$ cat src/sv/fmi_pkg.sv
package fmi_pkg;

    localparam int DATA_W   = 30;
    localparam int EXP_BITS = 30;

    typedef logic [DATA_W-1:0] t_word;

    localparam t_word       MODULUS    = 30'd1000000007;
    localparam logic [31:0] MODULUS_32 = 32'd1000000007;
    localparam logic [31:0] MODULUS_X2 = 32'd2000000014;
    // Fermat exponent: modulus minus two
    localparam t_word       EXPONENT   = 30'd1000000005;
    localparam t_word       ONE        = 30'd1;

    // Barrett constant floor(2^60 / p), fits in 31 bits
    localparam logic [63:0] MU_FULL    = (64'd1 << 60) / 64'd1000000007;
    localparam logic [30:0] BARRETT_MU = MU_FULL[30:0];

    // register stages in one modular multiply
    localparam int MM_STAGES = 4;
    // input reduction stage plus one modular multiply per exponent bit
    localparam int LATENCY   = 1 + EXP_BITS * MM_STAGES;

endpackage

$ cat src/sv/fmi_modmul.sv
module fmi_modmul (
    input  logic           i_clk,
    input  fmi_pkg::t_word i_a,
    input  fmi_pkg::t_word i_b,
    output fmi_pkg::t_word o_p
);
    import fmi_pkg::*;

    // stage 1: full product
    logic [59:0] r_prod;
    // stage 2: q1 * mu, low product bits carried along
    logic [61:0] r_qmu;
    logic [31:0] r_xlo2;
    // stage 3: low bits of q3 * p
    logic [31:0] r_qp;
    logic [31:0] r_xlo3;
    // stage 4: corrected remainder
    t_word       r_res;

    logic [61:0] n_qmu;
    logic [31:0] n_qp;
    logic [31:0] w_rem;
    logic [31:0] w_rem1;
    logic [31:0] w_rem2;
    t_word       n_res;

    always_comb begin
        n_qmu = {31'd0, r_prod[59:29]} * {31'd0, BARRETT_MU};
        // only the low 32 bits matter: the true remainder is below 3p < 2^32
        n_qp  = 32'(r_qmu[61:31]) * MODULUS_32;
    end

    always_comb begin
        w_rem  = r_xlo3 - r_qp;
        w_rem1 = w_rem - MODULUS_32;
        w_rem2 = w_rem - MODULUS_X2;
        if (w_rem >= MODULUS_X2) begin
            n_res = w_rem2[DATA_W-1:0];
        end else if (w_rem >= MODULUS_32) begin
            n_res = w_rem1[DATA_W-1:0];
        end else begin
            n_res = w_rem[DATA_W-1:0];
        end
    end

    always_ff @(posedge i_clk) begin
        r_prod <= {30'd0, i_a} * {30'd0, i_b};
        r_qmu  <= n_qmu;
        r_xlo2 <= r_prod[31:0];
        r_qp   <= n_qp;
        r_xlo3 <= r_xlo2;
        r_res  <= n_res;
    end

    assign o_p = r_res;

endmodule

$ cat config.mk
export PLATFORM = sky130hd
export DESIGN_NAME = fmi_modmul
export DESIGN_NICKNAME = d
export VERILOG_FILES = /design/src/sv/fmi_pkg.sv /design/src/sv/fmi_modmul.sv
export SDC_FILE = /design/constraint.sdc
export NUM_CORES = 2
export LEC_CHECK = 0
export BUFFER_PORTS_ARGS = -buffer_cell sky130_fd_sc_hd__buf_2
export CAP_MARGIN = 10
export CORE_ASPECT_RATIO = 0.7
export CORE_MARGIN = 4
export CORE_UTILIZATION = 60
export CTS_CLUSTER_SIZE = 16
export DETAILED_ROUTE_END_ITERATION = 6
export GPL_TIMING_DRIVEN = 0
export HOLD_SLACK_MARGIN = 0.03
export PLACE_DENSITY = 0.77
export SYNTH_ARGS = -nofsm -noshare
export SYNTH_HDL_FRONTEND = slang
export SYNTH_SLANG_ARGS = --single-unit
$ cat constraint.sdc
create_clock -name i_clk -period 13.5 [get_ports i_clk]
set_clock_uncertainty 0.05 [all_clocks]
set_input_delay 1.35 -clock i_clk [delete_from_list [all_inputs] [get_ports i_clk]]
set_output_delay 1.35 -clock i_clk [all_outputs]
set_load 0.005 [all_outputs]
==> results by group <==
Floorplan
  • Initial core utilization: 60.5%
  • # IOs: 91
  • DIE WIDTH: 376 um
  • Placeable Area: 94000 sq um
  • Die area: 99800 sq um
  • Vert. Die Dim: 266 um
  • FP Rows: 94

STA
  • RSZ-0062 raised after global routing: false
  • Slew Viols, Final: 0
  • Tightest Pin Transition: 1220 ps
  • Final Hold Viols: 0
  • Fmax: 97.0 MHz
  • Clock period minus final worst setup slack: 10300 ps
  • Setup TNS: 0 ps
  • Final period util: 76.3%
  • Slew headroom: 18.9%
  • # setup viols final: 0

Synth
  • #FFs+latches synth: 217
  • Mapped Avg Cell Area: 9.62 sq um
  • Synth Cell Area: 56900 sq um
  • Post-synthesis async set-or-reset flop share: 0%
  • Synth top area share: 43.1%
  • Syn Nets: 7989
  • Yosys top cell by area: fa_1
  • Post-synth EDFFs: 0
  • Largest cells by area after synthesis: fa_1 (43%), ha_1 (18%), inv_1 (9.8%), dfxtp_1 (7.6%), and2_1 (6.0%)
  • Syn Inst Count: 5908
  • Sequential-to-total area share from yosys stat: 7.64%
  • Yosys warnings: 0
  • Yosys cell types: 86
  • Main synth FF type: dfxtp_1

Critical path
  • Worst setup path start: i_b[11]
  • CP arrival: 10700 ps
  • CP Max Fanout: 12
  • CP startpoint kind: input pin
  • R2r worst-path depth: 24
  • Critical path class: input pin to flip-flop
  • Slowest stage delay, CP: 870 ps
  • Cell mode on critical path: fa_1
  • Worst EP required: 13890 ps
  • Slowest CP cell: clkbuf_1
  • Reg2reg start: r_prod[43]$_DFF_P_
  • Worst Setup End Kind: flip-flop

Global routing
  • GR Overflow Total: 0
  • Vias in the first global route: 41800
  • Gr usage total: 32.4%
  • Maximum number of pins on one net before global-route repair: 17
  • First-pass GRT wire length: 245 mm
  • Initial antenna violation count: 20

Job
  • Max-cap viol count: 0

Worst hold path
  • Critical hold path startpoint: r_prod[18]$_DFF_P_
  • Hold depth: 0
  • Hold Crit Class: flip-flop to flip-flop

Status
  • Status: complete, no violations

Clocking
  • Clock Tree Root: clkbuf_16
  • Postcts setup bufs: 0
  • # clock sinks: 217
  • Hold_buf cts: 0
  • Clock-pin slew on the worst setup and hold paths: 60 ps
  • CTS max path bufs: 3
  • CTS H-Tree Depth: 1
  • Post-CTS Resized: 0
  • CTS tree: yes
  • TritonCTS buffer count: 22
  • Insertion delay of the later-clocked pin in the worst-skew pair: 570 ps

Route
  • DRC: 0
  • Routed WL: 158 mm
  • Top Metal Used: met5
  • First-pass iteration count of the detailed router: 5
  • Length of routed wiring on met1: 68.9 mm
  • Per-cell routed wire length: 21.9 um
  • Total number of vias: 40500
  • WL met3: 21.4 mm
  • Via density: 5.60
  • Met2 wire length: 63.4 mm
  • DR iter-0 viols: 3494
  • Antenna Nets Post-Route: 0

Place
  • Port Buf Inserts: 30
  • Hpwl dp: 137 mm
  • Placer Congestion: 1.06

Layout
  • Area Overhead vs Synth: 4.35%
  • Share of cells above drive strength 1: 2.01%
  • Total Nets Final: 8043
-- metrics by stage --
step / std cells / util, % / area, sq um / setup slack (ps) / hold WS [ps]
2_1_floorplan: 5908 / - / 56900 / 4430 / 260
3_3_place_gp: 7186 / 62.3 / 58600 / 2990 / 262
3_5_place_dp: 7186 / 62.3 / 58600 / 2940 / 262
4_1_cts: 7224 / 63.1 / 59300 / 3530 / 277
5_1_grt: 7225 / 63.1 / 59300 / 2860 / 279
6_report: 7240 / 63.1 / 59300 / 3200 / 273
-- Yosys cell counts (all sizes together) (16+ instances only) --
library cell  instances
o21ai                91
and2                541
clkbuf              185
buf                  21
dfxtp               217
nor2b                22
xor2                 47
a21oi               154
a31oi                17
o21a                 31
ha                  796
nor3                 30
o211ai               16
o21bai               24
nand2               452
inv                1491
nand3                35
xnor2               135
nor2                104
nand4                21
a21o                 85
nand2b               21
fa                 1224
-- area by class of cell --
cell class | count | area, sq um
clock buffers | 25 | 582
repair buffers | 30 | 150
well taps | 1248 | 1560
plain buffers | 206 | 827
inverters | 1491 | 5600
diodes | 16 | 40.0
flip-flops and latches | 217 | 4340
clock inverters | 13 | 141
multi-input cells | 3994 | 46100
fillers | 7825 | 34600
-- registers in the layout, summed over array words and instances (netlist names) --
signal and flops:
r_prod 60, r_xlo3 32, r_xlo2 32, o_p 30, r_qmu 31, r_qp 32
-- critical path, delay by kind of cell --
kind | cells | cell delay, ps
compound gates | 13 | 3520
xor+xnor | 1 | 130
fa+ha+maj | 9 | 4100
buf+inv | 6 | 1290
simple gates | 1 | 270
-- routing by layer --
| metal | GRT usage (%) | vias up |
|---|---|---|
| li1 | - | 17900 |
| met1 | 48.5 | 20300 |
| met2 | 45.0 | 1954 |
| met3 | 11.8 | 320 |
| met4 | 7.70 | 8 |
| met5 | 0 | - |
-- placed cells by master, fill, tap and decap left out, types with 30 or more instances in the layout --
| master | netlist | final |
|---|---|---|
| inv_1 | 1491 | 1491 |
| buf_2 | 7 | 37 |
| and2_1 | 541 | 541 |
| xnor2_1 | 134 | 134 |
| dfxtp_1 | 217 | 217 |
| xor2_1 | 46 | 46 |
| ha_1 | 796 | 796 |
| a21oi_1 | 151 | 151 |
| clkbuf_1 | 185 | 186 |
| nand3_1 | 33 | 33 |
| nor2_1 | 103 | 103 |
| nand2_1 | 452 | 452 |
| o21ai_0 | 77 | 77 |
| o21a_1 | 30 | 30 |
| a21o_1 | 85 | 85 |
| fa_1 | 1224 | 1224 |
-- final timing paths --
check	endpoint	slack [ps]
worst max-delay path	r_prod[59]$_DFF_P_	3200
worst min-delay path	r_xlo2[18]$_DFF_P_	270
worst max register to register	r_qmu[61]$_DFF_P_	5220
worst min register to register	r_xlo2[18]$_DFF_P_	270
-- logic make-up after synthesis --
group           after synthesis  share of synthesized area, %
flops                       217                          7.64
xor+xnor                    182                          2.83
fa+ha+maj                  2020                          60.6
mux                           3                        0.0528
buf+inv                    1697                          11.3
simple gates               1276                          11.6
compound gates              513                          6.01
Power is left out: the tool's default activity adds up to more than one toggle a clock period on the data nets, which glitch-free logic cannot reach.
